File: src/rtl/sidt_pkg.sv
package sidt_pkg;

  localparam int unsigned BinBits   = 32;
  localparam int unsigned NumDigits = 10;
  localparam int unsigned CntW      = 5;
  localparam int unsigned PosW      = 4;
  localparam int unsigned CodeW     = 6;

  localparam logic [CntW-1:0]  CntLast   = CntW'(BinBits - 1);
  localparam logic [CodeW-1:0] DigitBase = 6'd48;
  localparam logic [CodeW-1:0] MinusCode = 6'd45;

  // one converted request: sign and unsigned magnitude
  typedef struct packed {
    logic               neg;
    logic [BinBits-1:0] mag;
  } req_t;

  // queue status seen by both sides
  typedef struct packed {
    logic full;
    logic empty;
  } q_status_t;

  typedef logic [NumDigits-1:0][3:0] bcd_t;

  typedef enum logic [2:0] {
    ST_IDLE,
    ST_CONV,
    ST_FIND,
    ST_SIGN,
    ST_DIGIT
  } back_state_t;

endpackage

File: src/rtl/sidt_front.sv
module sidt_front (
  input  logic                   clk,
  input  logic                   rst_n,
  input  logic                   start,
  input  logic signed [31:0]     in_value,
  input  sidt_pkg::q_status_t    q_stat,
  output logic                   busy,
  output logic                   q_push,
  output sidt_pkg::req_t         q_wdata
);
  import sidt_pkg::*;

  logic               vld_r, vld_nxt;
  logic signed [31:0] val_r, val_nxt;
  logic               accept;

  // holding register drains into the queue whenever there is room
  assign q_push = vld_r && !q_stat.full;
  assign busy   = vld_r && q_stat.full;
  assign accept = start && !busy;

  always_comb begin
    vld_nxt = accept || (vld_r && !q_push);
    val_nxt = accept ? in_value : val_r;
  end

  // split into sign and magnitude; most negative maps to 2^31
  always_comb begin
    q_wdata.neg = val_r[BinBits-1];
    q_wdata.mag = val_r[BinBits-1] ? (BinBits'(0) - BinBits'(unsigned'(val_r)))
                                   : BinBits'(unsigned'(val_r));
  end

  always_ff @(posedge clk) begin
    if (!rst_n) begin
      vld_r <= 1'b0;
    end else begin
      vld_r <= vld_nxt;
    end
  end

  always_ff @(posedge clk) begin
    val_r <= val_nxt;
  end

endmodule

File: src/rtl/sidt_queue.sv
module sidt_queue (
  input  logic                clk,
  input  logic                rst_n,
  input  logic                push,
  input  sidt_pkg::req_t      wdata,
  input  logic                pop,
  output sidt_pkg::req_t      rdata,
  output sidt_pkg::q_status_t stat
);
  import sidt_pkg::*;

  req_t       mem_r [2];
  logic       wr_ptr_r, wr_ptr_nxt;
  logic       rd_ptr_r, rd_ptr_nxt;
  logic [1:0] count_r, count_nxt;

  always_comb begin
    stat.full  = (count_r == 2'd2);
    stat.empty = (count_r == 2'd0);
    rdata      = mem_r[rd_ptr_r];
  end

  always_comb begin
    wr_ptr_nxt = push ? ~wr_ptr_r : wr_ptr_r;
    rd_ptr_nxt = pop ? ~rd_ptr_r : rd_ptr_r;
    count_nxt  = count_r + {1'b0, push} - {1'b0, pop};
  end

  always_ff @(posedge clk) begin
    if (!rst_n) begin
      wr_ptr_r <= 1'b0;
      rd_ptr_r <= 1'b0;
      count_r  <= 2'd0;
    end else begin
      wr_ptr_r <= wr_ptr_nxt;
      rd_ptr_r <= rd_ptr_nxt;
      count_r  <= count_nxt;
    end
  end

  always_ff @(posedge clk) begin
    if (push) begin
      mem_r[wr_ptr_r] <= wdata;
    end
  end

  a_no_overflow: assert property (@(posedge clk) disable iff (!rst_n)
    !(push && stat.full))
    else $error("push into full queue");

  a_no_underflow: assert property (@(posedge clk) disable iff (!rst_n)
    !(pop && stat.empty))
    else $error("pop from empty queue");

  a_count_range: assert property (@(posedge clk) disable iff (!rst_n)
    count_r != 2'd3)
    else $error("queue count out of range");

endmodule

File: src/rtl/sidt_back.sv
module sidt_back (
  input  logic                clk,
  input  logic                rst_n,
  input  sidt_pkg::q_status_t q_stat,
  input  sidt_pkg::req_t      q_rdata,
  output logic                q_pop,
  output logic                out_valid,
  output logic [5:0]          out_char_code,
  output logic                out_last
);
  import sidt_pkg::*;

  back_state_t        state_r, state_nxt;
  logic [BinBits-1:0] bin_r, bin_nxt;
  bcd_t               bcd_r, bcd_nxt;
  logic               neg_r, neg_nxt;
  logic [CntW-1:0]    cnt_r, cnt_nxt;
  logic [PosW-1:0]    pos_r, pos_nxt;
  bcd_t               adj;
  logic [PosW-1:0]    lead;

  // add-3 correction per digit before each shift
  always_comb begin
    for (int i = 0; i < NumDigits; i++) begin
      adj[i] = (bcd_r[i] >= 4'd5) ? (bcd_r[i] + 4'd3) : bcd_r[i];
    end
  end

  // highest nonzero digit, units place when all zero
  always_comb begin
    lead = '0;
    for (int i = 0; i < NumDigits; i++) begin
      if (bcd_r[i] != 4'd0) begin
        lead = PosW'(i);
      end
    end
  end

  always_comb begin
    state_nxt = state_r;
    case (state_r)
      ST_IDLE:  if (!q_stat.empty) state_nxt = ST_CONV;
      ST_CONV:  if (cnt_r == CntLast) state_nxt = ST_FIND;
      ST_FIND:  state_nxt = neg_r ? ST_SIGN : ST_DIGIT;
      ST_SIGN:  state_nxt = ST_DIGIT;
      ST_DIGIT: if (pos_r == '0) state_nxt = ST_IDLE;
      default:  state_nxt = ST_IDLE;
    endcase
  end

  always_comb begin
    bin_nxt = bin_r;
    bcd_nxt = bcd_r;
    neg_nxt = neg_r;
    cnt_nxt = cnt_r;
    pos_nxt = pos_r;
    case (state_r)
      ST_IDLE: begin
        bin_nxt = q_rdata.mag;
        neg_nxt = q_rdata.neg;
        bcd_nxt = '0;
        cnt_nxt = '0;
      end
      ST_CONV: begin
        bin_nxt = {bin_r[BinBits-2:0], 1'b0};
        bcd_nxt = bcd_t'({adj[NumDigits-1][2:0], adj[NumDigits-2:0], bin_r[BinBits-1]});
        cnt_nxt = cnt_r + 1'b1;
      end
      ST_FIND:  pos_nxt = lead;
      ST_DIGIT: pos_nxt = pos_r - 1'b1;
      default: begin
      end
    endcase
  end

  always_comb begin
    q_pop         = (state_r == ST_IDLE) && !q_stat.empty;
    out_valid     = (state_r == ST_SIGN) || (state_r == ST_DIGIT);
    out_char_code = (state_r == ST_SIGN) ? MinusCode : (DigitBase + {2'b00, bcd_r[pos_r]});
    out_last      = (state_r == ST_DIGIT) && (pos_r == '0);
  end

  always_ff @(posedge clk) begin
    if (!rst_n) begin
      state_r <= ST_IDLE;
    end else begin
      state_r <= state_nxt;
    end
  end

  always_ff @(posedge clk) begin
    bin_r <= bin_nxt;
    bcd_r <= bcd_nxt;
    neg_r <= neg_nxt;
    cnt_r <= cnt_nxt;
    pos_r <= pos_nxt;
  end

  a_run_ends: assert property (@(posedge clk) disable iff (!rst_n)
    out_valid && out_last |=> !out_valid)
    else $error("character after end of run");

  a_sign_then_digit: assert property (@(posedge clk) disable iff (!rst_n)
    state_r == ST_SIGN |=> state_r == ST_DIGIT && out_valid)
    else $error("minus sign not followed by a digit");

  a_pop_starts_conv: assert property (@(posedge clk) disable iff (!rst_n)
    q_pop |=> state_r == ST_CONV && cnt_r == '0)
    else $error("pop did not start a conversion");

endmodule

File: src/rtl/signed_int_to_decimal_text.sv
// path: input register, queue, then the back end pops, converts, finds the lead digit, emits
// each request runs the 32-step shift-and-add-3 binary-to-bcd loop in the back end,
//   then emits 1..11 characters
// a two-entry queue plus the input register buffer up to three requests
// reset: synchronous active-low rst_n clears control state, no results pending
// results cannot be stalled: each character shows for one cycle with out_valid
module signed_int_to_decimal_text (
  input  logic               clk,
  input  logic               rst_n,
  // request side
  input  logic               start,
  input  logic signed [31:0] in_value,
  output logic               busy,
  // character stream
  output logic               out_valid,
  output logic [5:0]         out_char_code,
  output logic               out_last
);
  import sidt_pkg::*;

  // front to queue
  logic      q_push;
  req_t      q_wdata;
  // queue to back
  logic      q_pop;
  req_t      q_rdata;
  q_status_t q_stat;

  // front: takes a request, splits sign from magnitude
  sidt_front u_front (
    .clk      (clk),
    .rst_n    (rst_n),
    .start    (start),
    .in_value (in_value),
    .q_stat   (q_stat),
    .busy     (busy),
    .q_push   (q_push),
    .q_wdata  (q_wdata)
  );

  // short queue lets the front keep taking requests while the back converts
  sidt_queue u_queue (
    .clk   (clk),
    .rst_n (rst_n),
    .push  (q_push),
    .wdata (q_wdata),
    .pop   (q_pop),
    .rdata (q_rdata),
    .stat  (q_stat)
  );

  // back: binary to bcd, then emits a minus sign for a negative value and
  // the digits most significant first, skipping leading zeros
  sidt_back u_back (
    .clk           (clk),
    .rst_n         (rst_n),
    .q_stat        (q_stat),
    .q_rdata       (q_rdata),
    .q_pop         (q_pop),
    .out_valid     (out_valid),
    .out_char_code (out_char_code),
    .out_last      (out_last)
  );

endmodule

File: config.mk
export PLATFORM = sky130hd
export DESIGN_NAME = signed_int_to_decimal_text
export DESIGN_NICKNAME = d
export VERILOG_FILES = /design/src/rtl/sidt_pkg.sv /design/src/rtl/sidt_front.sv /design/src/rtl/sidt_queue.sv /design/src/rtl/sidt_back.sv /design/src/rtl/signed_int_to_decimal_text.sv
export SDC_FILE = /design/constraint.sdc
export NUM_CORES = 1
export LEC_CHECK = 0
export BUFFER_PORTS_ARGS = -buffer_cell sky130_fd_sc_hd__buf_4
export CELL_PAD_IN_SITES_DETAIL_PLACEMENT = 0
export CELL_PAD_IN_SITES_GLOBAL_PLACEMENT = 1
export CORE_MARGIN = 2
export CORE_UTILIZATION = 35
export DETAILED_ROUTE_END_ITERATION = 16
export PLACE_DENSITY = 0.58
export SYNTH_ARGS = -nofsm -noshare
export SYNTH_HDL_FRONTEND = slang
export SYNTH_HIERARCHICAL = 1
export SYNTH_SLANG_ARGS = --single-unit
File: constraint.sdc
create_clock -name clk -period 7.8 [get_ports clk]
set_clock_uncertainty 0.15 [all_clocks]
set_input_delay 0.39 -clock clk [delete_from_list [all_inputs] [get_ports clk]]
set_output_delay 0.39 -clock clk [all_outputs]
set_load 0.01 [all_outputs]
==> impl_results.md, run 1 <==
- Status: complete, no violations
- Syn Area/Cell: around 14 sq um
- Max-slew violation count: 0
- Hold Slack: a little over 0.07 ns
- Slowest stage delay, CP: approximately 0.80 ns
- Die ar.: 28300 sq um
- Final worst slack: slightly below 5 ns
- Layout Cells excl Fill: roughly 1100
- Hold Buf Count CTS: 33
- PD cells: between 300 and 400 nW/um^2
- Unique cell type count in the Yosys netlist: 65
- Routed Antenna Nets: 0
- Vias in the first global route: 5523
- Chip Width: between 150 and 200 microns
- Worst slew pin tran: between 1 and 1.5 ns
- Total GRT Usage: between 10% and 20%
- Crit share post-route: between 30% and 40%
- Ys Warns: 6
- Most frequent cells in the layout: 180 x edfxtp_1, 47 x buf_4, 43 x xnor2_1, 41 x nand2_1, 40 x mux2_4
- CTS Buf Count: 17
- Rows: 60
- Max Buffers Root-to-Sink: 2
- FF+latch count, synth: 189
- Dpl ws: 5.28 ns
- Post-Place Cells: between 1000 and 1500
- Htree depth: 4
- Crit path max fanout: 15
- Initial DRC Count: 338
- LEAKAGE: between 0.003 and 0.004 uW
- # setup viols final: 0
- First-pass detailed-route iteration total: 4
- Synth area leaders: edfxtp_1 57%, mux2_4 6.4%, xnor2_1 4.0%, ha_1 3.4%, mux2_2 2.4%
- Post-CTS setup buffer count: 0
- Synthesized area: 9440 sq um
- Starting Density: 35.3%
- Wire per inst: approximately 16 microns
- Tmin final: about 3 ns
- Final total power: 3320 uW
- Required time worst endpoint: 7.26 ns
- Commonest non-fill, non-tap cell in the layout: edfxtp_1
- Share of cells above drive strength 1: 21.7%
- Crit path capture type: primary output
- Worst path cell trace: mux4_1, a22oi_2, o211ai_1, buf_4
- DRC: 0
- CP Data Arrival Time: between 2 and 2.5 ns
- Relative slew slack: between 20% and 30%
- Top_reg_cell synth: edfxtp_1
- Post-Synthesis Cells: 663
- Max Clock Freq: around 340 MHz
- Max Cap Viol: 0
- Grt ovf: 0
- RSZ-0062 raised after global routing: no
- Clk pin slew, worst setup/hold paths: 0.08 ns
- Critical setup path kind: register to primary output
- Clock Latency Late Sink: 0.44 ns
- Number of nets in the layout: 795
- Routed vias: 5333
- Startpoint Class: register
- Setup total negative slack: 0 ns
- Yosys top cell by area: edfxtp_1
- Post-synthesis async set-or-reset flop share: 0%
- Worst hold path stage count: 2
- Global-route wire length before repair: 28700 microns
- Slowest-stage cell, CP: edfxtp_1
- Sink Count: roughly 190
- VDD IR max: roughly 110 uV
- Initial antenna violation count: 0
- Die Ht: 168 microns
- FF-to-FF path depth: 4
- Largest net degree at the start of global routing: between 80 and 90
- Ant. Diodes: 0
- Post-DR vias/cell: 4.90
- CTS tree: done
- Share of the synthesized area in the top cell type: a little under three fifths
- RePlAce Congestion: 0.761
- Syn-to-layout area delta: 15.6%
- # IOs: 44
- Post-Route WL: ~17000 microns
- Dpl hpwl: between 10000 and 15000 microns
- Seq/Total Area, Yosys: 59.2%
- Mapped Nets: 724
- Worst hold path class: primary input to register
- Post-CTS Resized: 0
- Number of synthesized flops with an enable pin: 180
- Core area: between 20000 and 30000 sq um
- Port bufs: 42
- Endpoints failing hold: 0
- Root buffer cell: clkbuf_16
-- worst max-delay path, delay by kind of cell, from the launching register on --
| family | cells | cell delay [ns] |
|---|---|---|
| AOI/OAI and AO/OA | 2 | 0.33 |
| buffers and inverters | 1 | 0.17 |
| DFF | 1 | 0.80 |
| muxes | 1 | 0.68 |
-- area by class of cell --
type                            instances  area (sq um)
Clock buffer                           17           425
Clock inverter                         15           163
Fill cell                            2477         15800
Inverter                               28           105
Multi-Input combinational cell        418          3520
Sequential cell                       189          5590
Tap cell                              341           427
Timing Repair Buffer                   80           683
-- kinds of logic (layout without fill, tap and decap cells) --
group                      Yosys count  in the layout  synth area share [%]
other                                1              1                0.0397
and+or+nand+nor                    173            173                  10.4
adders and majority gates           26             26                  3.45
AOI/OAI and AO/OA                   85             85                  6.07
DFF                                189            189                  59.2
buffers and inverters               56            140                  3.69
xor gates and xnor gates            55             55                  5.25
muxes                               78             78                  11.9
-- worst paths after layout --
| path | start | end | slack [ns] |
|---|---|---|---|
| setup / recovery | u_back/pos_r[0] | out_char_code[2] | 4.84 |
| hold / removal | rst_n | u_front/vld_r | 0.07 |
| setup reg to reg | u_front/val_r[4] | u_queue/mem_r[0][23] | 5.35 |
| hold reg to reg | u_back/bin_r[18] | u_back/bin_r[19] | 0.39 |
-- metal layers --
layer | wire, microns | global-route usage, %
met5 | 0 | 0
met4 | 238 | 4.16
met3 | 483 | 2.80
met2 | 8280 | 21.9
met1 | 8150 | 16.5
-- cells in the mapped netlist (6+ instances only) --
cell type	number
xnor2_1	43
ha_1	26
mux2_4	40
buf_6	6
buf_2	7
nand2_1	42
mux2_2	20
inv_1	28
and2_1	8
o31ai_1	10
nand2b_1	15
nor3_1	18
o21ai_0	18
a21oi_1	21
edfxtp_1	180
dfxtp_1	9
nor2b_1	17
xor2_1	11
a211oi_1	11
nor2_1	34
-- power breakdown --
| group | internal, uW | leakage (uW) | switching (uW) |
|---|---|---|---|
| clock network | 431 | 0.000285 | 434 |
| logic | 448 | 0.00178 | 429 |
| registers | 1410 | 0.00192 | 171 |
| total | 2290 | 0.00399 | 1030 |
-- sequential cells by signal, summed over array words and instances (netlist names), 2 cells and up, named ones only --
name / cells
u_back/bcd_r: 40
u_back/bin_r: 32
u_back/cnt_r: 5
u_back/pos_r: 4
u_back/state_r: 3
u_front/val_r: 32
u_queue/count_r: 2
u_queue/mem_r: 66
-- per-stage QoR --
step	utilization, %	instance area [sq um]
floorplan	-	9440
global placement	37.4	9990
detailed placement	37.4	9990
CTS	40.8	10900
global route	40.8	10900
finish	40.8	10900
Note: power is estimated with default switching activity, not from simulation.
==> run 2: changes to the inputs <==
==> constraint.sdc (replaced) <==
create_clock -name clk -period 3.1 [get_ports clk]
set_clock_uncertainty 0.15 [all_clocks]
set_input_delay 0.155 -clock clk [delete_from_list [all_inputs] [get_ports clk]]
set_output_delay 0.155 -clock clk [all_outputs]
set_load 0.01 [all_outputs]
==> impl_results.md, run 2 (synthesized netlist as in run 1, its figures left out) <==
- Rows: 60
- Crit share post-route: 89.9%
- WHS Endpoint: u_front/val_r[16]
- Relative slew slack: between 20% and 30%
- Die ar.: roughly 28000 sq um
- Syn-to-layout area delta: 15.8%
- Setup total negative slack: 0 ns
- Worst path cell trace: mux4_1, a22oi_1, o211ai_1, buf_4
- Worst hold path class: primary input to register
- Post-DR vias/cell: 4.91
- Max Cap Viol: 0
- VDD IR max: ~270 uV
- Status: complete, no violations
- FF-to-FF path depth: 4
- Wire per inst: approximately 16 microns
- Dpl ws: 0.648 ns
- Endpoints failing hold: 0
- Crit path max fanout: 15
- Clk pin slew, worst setup/hold paths: around 0.08 ns
- Routed vias: between 5000 and 6000
- Hold Slack: 0.284 ns
- Tmin final: around 2.8 ns
- Largest net degree at the start of global routing: 82
- LEAKAGE: 0.00400 uW
- Htree depth: 4
- Most frequent cells in the layout: 180 x edfxtp_1, 49 x buf_4, 43 x xnor2_1, 41 x nand2_1, 40 x mux2_4
- Hold_sp: in_value[16]
- Number of flip-flops in the largest register: 66
- Max-slew violation count: 0
- Share of cells above drive strength 1: 21.8%
- Routed Antenna Nets: 0
- Clock Latency Late Sink: 0.43 ns
- Ant. Diodes: 0
- Port bufs: between 40 and 50
- Final worst slack: around 0.31 ns
- Worst slew pin tran: 1.11 ns
- Chip Width: around 170 microns
- Crit path capture type: primary output
- CTS Buf Count: 17
- Largest regs: u_queue/mem_r x66, u_back/bcd_r x40
- Sink Count: ~190
- Reg2reg start: u_front/val_r[4]
- Starting Density: a little over a third
- # setup viols final: 0
- Max Clock Freq: 359 MHz
- Root buffer cell: clkbuf_16
- Max Buffers Root-to-Sink: 2
- Core area: around 27000 sq um
- Post-CTS setup buffer count: 0
- Startpoint Class: register
- CP Buf/Inv Count: 1
- RSZ-0062 raised after global routing: no
- Initial DRC Count: 298
- R2r setup slk: roughly 0.64 ns
- Initial antenna violation count: 0
- Slowest stage delay, CP: about 0.83 ns
- Critical path depth: 4
- CTS tree: done
- Vias in the first global route: around 5500
- Worst hold path stage count: 2
- Grt ovf: 0
- Worst R2R End: u_queue/mem_r[1][17]
- Required time worst endpoint: between 2 and 3 ns
- Layout Cells excl Fill: approximately 1100
- Cell family with most CP delay: flip-flops
- CP Data Arrival Time: 2.48 ns
- Commonest non-fill, non-tap cell in the layout: edfxtp_1
- First-pass detailed-route iteration total: 4
- PD cells: 760 nW/um^2
- Slowest-stage cell, CP: edfxtp_1
- Post-Route WL: 17300 microns
- RePlAce Congestion: 0.746
- Total GRT Usage: between 10% and 20%
- Number of nets in the layout: 800
- Filler cell count: roughly 2500
- DRC: 0
- Fin util: a little over 40%
- Global-route wire length before repair: between 20000 and 30000 microns
- Dpl hpwl: between 10000 and 15000 microns
- Biggest register: u_queue/mem_r
- # IOs: 44
- Post-Place Cells: just over 1000
- Critical setup path kind: register to primary output
- Die Ht: ~170 microns
-- run 2: cell count changes in the layout (fill, tap and decap cells not counted) --
cell / delta
clkinv_4: -1
inv_6: +2
buf_12: +1
dlygate4sd3_1: +2
buf_4: +2
clkinv_8: -2
clkinv_2: +1
inv_8: -2
clkinvlp_4: +1
-- run 2: power by group --
part | switching (uW) | internal, uW | total (uW)
sequential | 445 | 3540 | 3990
clock | 1030 | 1060 | 2090
combinational | 1080 | 1150 | 2230
-- run 2: timing repair --
action	in CTS	in global routing
gates resized for setup	0	0
hold buffers	35	0
endpoints found under the hold margin	41	0
-- run 2: through the flow --
stage               power (uW)  area, sq um
floorplan                 5730         9440
global placement          6180        10000
detailed placement        6270        10000
CTS                       8420        10900
global route              8820        10900
finish                    8300        10900
-- run 2: final cells by class --
class / count / area [sq um] / area share [%]
Sequential cell: 189 / 5590 / 51.1
Tap cell: 341 / 427 / 3.90
Inverter: 28 / 105 / 0.962
Multi-Input combinational cell: 418 / 3520 / 32.2
Clock inverter: 14 / 129 / 1.18
Clock buffer: 17 / 425 / 3.89
Timing Repair Buffer: 85 / 738 / 6.76
-- run 2: per-layer routing --
metal	part of all wire [%]	wire length, microns	GRT usage (%)	vias to the layer above
met5	0	0	0	-
met4	1.0	176	3.97	0
met3	2.2	380	2.44	13
met2	50	8620	22.4	62
met1	47	8090	15.7	2673
li1	-	-	-	2610
-- run 2: worst register-to-register path: stages, from the launching register on --
cell and delay (ns):
edfxtp_1 0.46, nor3_4 0.34, nand4_1 0.53, o41ai_1 0.58, xnor2_1 0.14
-- run 2: worst max-delay path by stage --
stage / start / endpoint / slack, ns
final: u_back/pos_r[0] / out_char_code[3] / 0.31
after global routing: u_back/pos_r[0] / out_char_code[3] / 0.19
after CTS: u_back/pos_r[0] / out_char_code[3] / 0.26
after detailed placement: u_front/val_r[4] / u_queue/mem_r[0][23] / 0.65
after global placement: u_front/val_r[4] / u_queue/mem_r[0][23] / 0.67
after floorplan: u_queue/count_r[1] / u_queue/mem_r[0][0] / 0.33
==> run 3: changes to the inputs <==
--- a/config.mk
+++ b/config.mk
@@ -12,6 +12,7 @@
 export CORE_UTILIZATION = 35
 export DETAILED_ROUTE_END_ITERATION = 16
 export PLACE_DENSITY = 0.58
+export RECOVER_POWER = 50
 export SYNTH_ARGS = -nofsm -noshare
 export SYNTH_HDL_FRONTEND = slang
 export SYNTH_HIERARCHICAL = 1
==> impl_results.md, run 3 (synthesized netlist as in run 1, its figures left out) <==
- Status: finished with violations
- Failing checks: capacitance limit, slew limit
- # IOs: 44
- Starting Density: approximately a third
- Largest regs: u_queue/mem_r x66, u_back/bcd_r x40
- Wire per inst: 15.8 microns
- FF-to-FF path depth: 4
- Max Clock Freq: around 360 MHz
- Startpoint Class: register
- Fin area: roughly 11000 sq um
- Initial DRC Count: roughly 310
- Post-Route WL: 17300 microns
- Tmin final: 2.79 ns
- Biggest register: u_queue/mem_r
- Ant. Diodes: 0
- Core area: approximately 27000 sq um
- Port bufs: 42
- Share of cells above drive strength 1: between 20% and 30%
- Post-DR vias/cell: 4.93
- Final total power: between 8000 and 9000 uW
- CTS Buf Count: 17
- Worst hold path stage count: 2
- First-pass detailed-route iteration total: 4
- Max Cap Viol: 1
- Max Buffers Root-to-Sink: 2
- Final worst slack: 0.314 ns
- Hold Buf Count CTS: 35
- Relative slew slack: -7.82%
- Slowest stage delay, CP: a little over 0.8 ns
- Sink Count: around 190
- Slowest-stage cell, CP: edfxtp_1
- Crit path capture type: primary output
- Largest net degree at the start of global routing: between 80 and 90
- Clk pin slew, worst setup/hold paths: approximately 0.080 ns
- Worst hold path class: primary input to register
- Grt ovf: 0
- Filler cell count: roughly 2500
- Required time worst endpoint: about 2.8 ns
- CTS tree: done
- Most frequent cells in the layout: 180 x edfxtp_1, 43 x xnor2_1, 42 x nand2_1, 36 x mux2_4, 35 x dlygate4sd3_1
- WHS Endpoint: u_front/val_r[16]
- Commonest non-fill, non-tap cell in the layout: edfxtp_1
- Crit share post-route: between 80 and 90%
- Worst R2R End: u_back/bin_r[27]
- FF/Latch Area: between 5000 and 6000 sq um
- LEAKAGE: approximately 0.004 uW
- Crit path max fanout: 15
- RePlAce Congestion: around 0.75
- PD cells: around 760 nW/um^2
- Reg2reg start: u_back/state_r[2]
- Global-route wire length before repair: 28300 microns
- Critical setup path kind: register to primary output
- Number of nets in the layout: 800
- Syn-to-layout area delta: 15.0%
- Worst slew pin tran: 1.61 ns
- VDD IR max: about 270 uV
- Setup total negative slack: 0 ns
- Clock Latency Late Sink: 0.43 ns
- CP Data Arrival Time: between 2 and 2.5 ns
- Hold_sp: in_value[16]
- Die ar.: 28300 sq um
- R2r setup slk: between 0.4 and 0.5 ns
- Total GRT Usage: 12.7%
- Fin util: approximately two fifths
- Routed vias: between 5000 and 6000
- Root buffer cell: clkbuf_16
- # setup viols final: 0
- Vias in the first global route: about 5500
- Chip Width: 168 microns
- Dpl ws: 0.648 ns
- Post-CTS Resized: 0
- Post-CTS setup buffer count: 0
- Dpl hpwl: roughly 12000 microns
- Multi-input gate area: around 3500 sq um
- Die Ht: roughly 170 microns
- Number of flip-flops in the largest register: 66
- Initial antenna violation count: 0
- RSZ-0062 raised after global routing: no
- Worst path cell trace: mux4_1, a22oi_1, o211ai_1, buf_4
- Rows: 60
- DRC: 0
- Max-slew violation count: 33
- Routed Antenna Nets: 0
- Htree depth: 4
- Area post-placement: between 10000 and 15000 sq um
- Endpoints failing hold: 0
run 3: changes by cell type in the layout (fill, tap and decap cells not counted), sizes merged:
cell and change:
clkbuf +38, buf -38
run 3: worst max-delay path by stage:
stage	startpoint	endpoint	slack, ns	cells after the start
2_1_floorplan	u_queue/count_r[1]	u_queue/mem_r[0][0]	0.33	3
3_3_place_gp	u_front/val_r[4]	u_queue/mem_r[0][23]	0.67	4
3_5_place_dp	u_front/val_r[4]	u_queue/mem_r[0][23]	0.65	4
4_1_cts	u_back/pos_r[0]	out_char_code[3]	0.26	4
5_1_grt	u_back/pos_r[0]	out_char_code[3]	0.19	4
6_report	u_back/pos_r[0]	out_char_code[3]	0.31	4
run 3: power breakdown:
| group | leakage, uW | total (uW) | internal (uW) | switching, uW |
|---|---|---|---|---|
| clock network | 0.000269 | 2090 | 1060 | 1030 |
| registers | 0.00192 | 3980 | 3550 | 438 |
| logic | 0.00175 | 2180 | 1100 | 1080 |
| total | 0.00394 | 8250 | 5710 | 2540 |
run 3: cell type report:
class / instances / share of cell area, %
multi-input combinational: 418 / 32.0
inverter: 28 / 0.968
timing repair buffer: 85 / 6.53
sequential: 189 / 51.4
clock inverter: 14 / 1.19
tap: 341 / 3.93
clock buffer: 17 / 3.92
run 3: critical path, delay by kind of cell, from the launching register on:
family,cells,cell delay [ns]
flops,1,0.83
buf+inv,1,0.16
mux,1,0.69
compound gates,2,0.37
run 3: through the flow:
stage               hold WS (ns)  cells
floorplan                  0.104    663
global placement           0.183   1026
detailed placement         0.184   1026
CTS                        0.263   1092
global route               0.289   1092
finish                     0.305   1092
run 3: routing by layer:
layer	share of wire, %	routed length (microns)	vias up	global-route usage, %
li1	-	-	2611	-
met1	47	8120	2702	15.7
met2	50	8580	61	22.4
met3	2.1	365	13	2.44
met4	1.1	197	0	3.97
met5	0	0	-	0
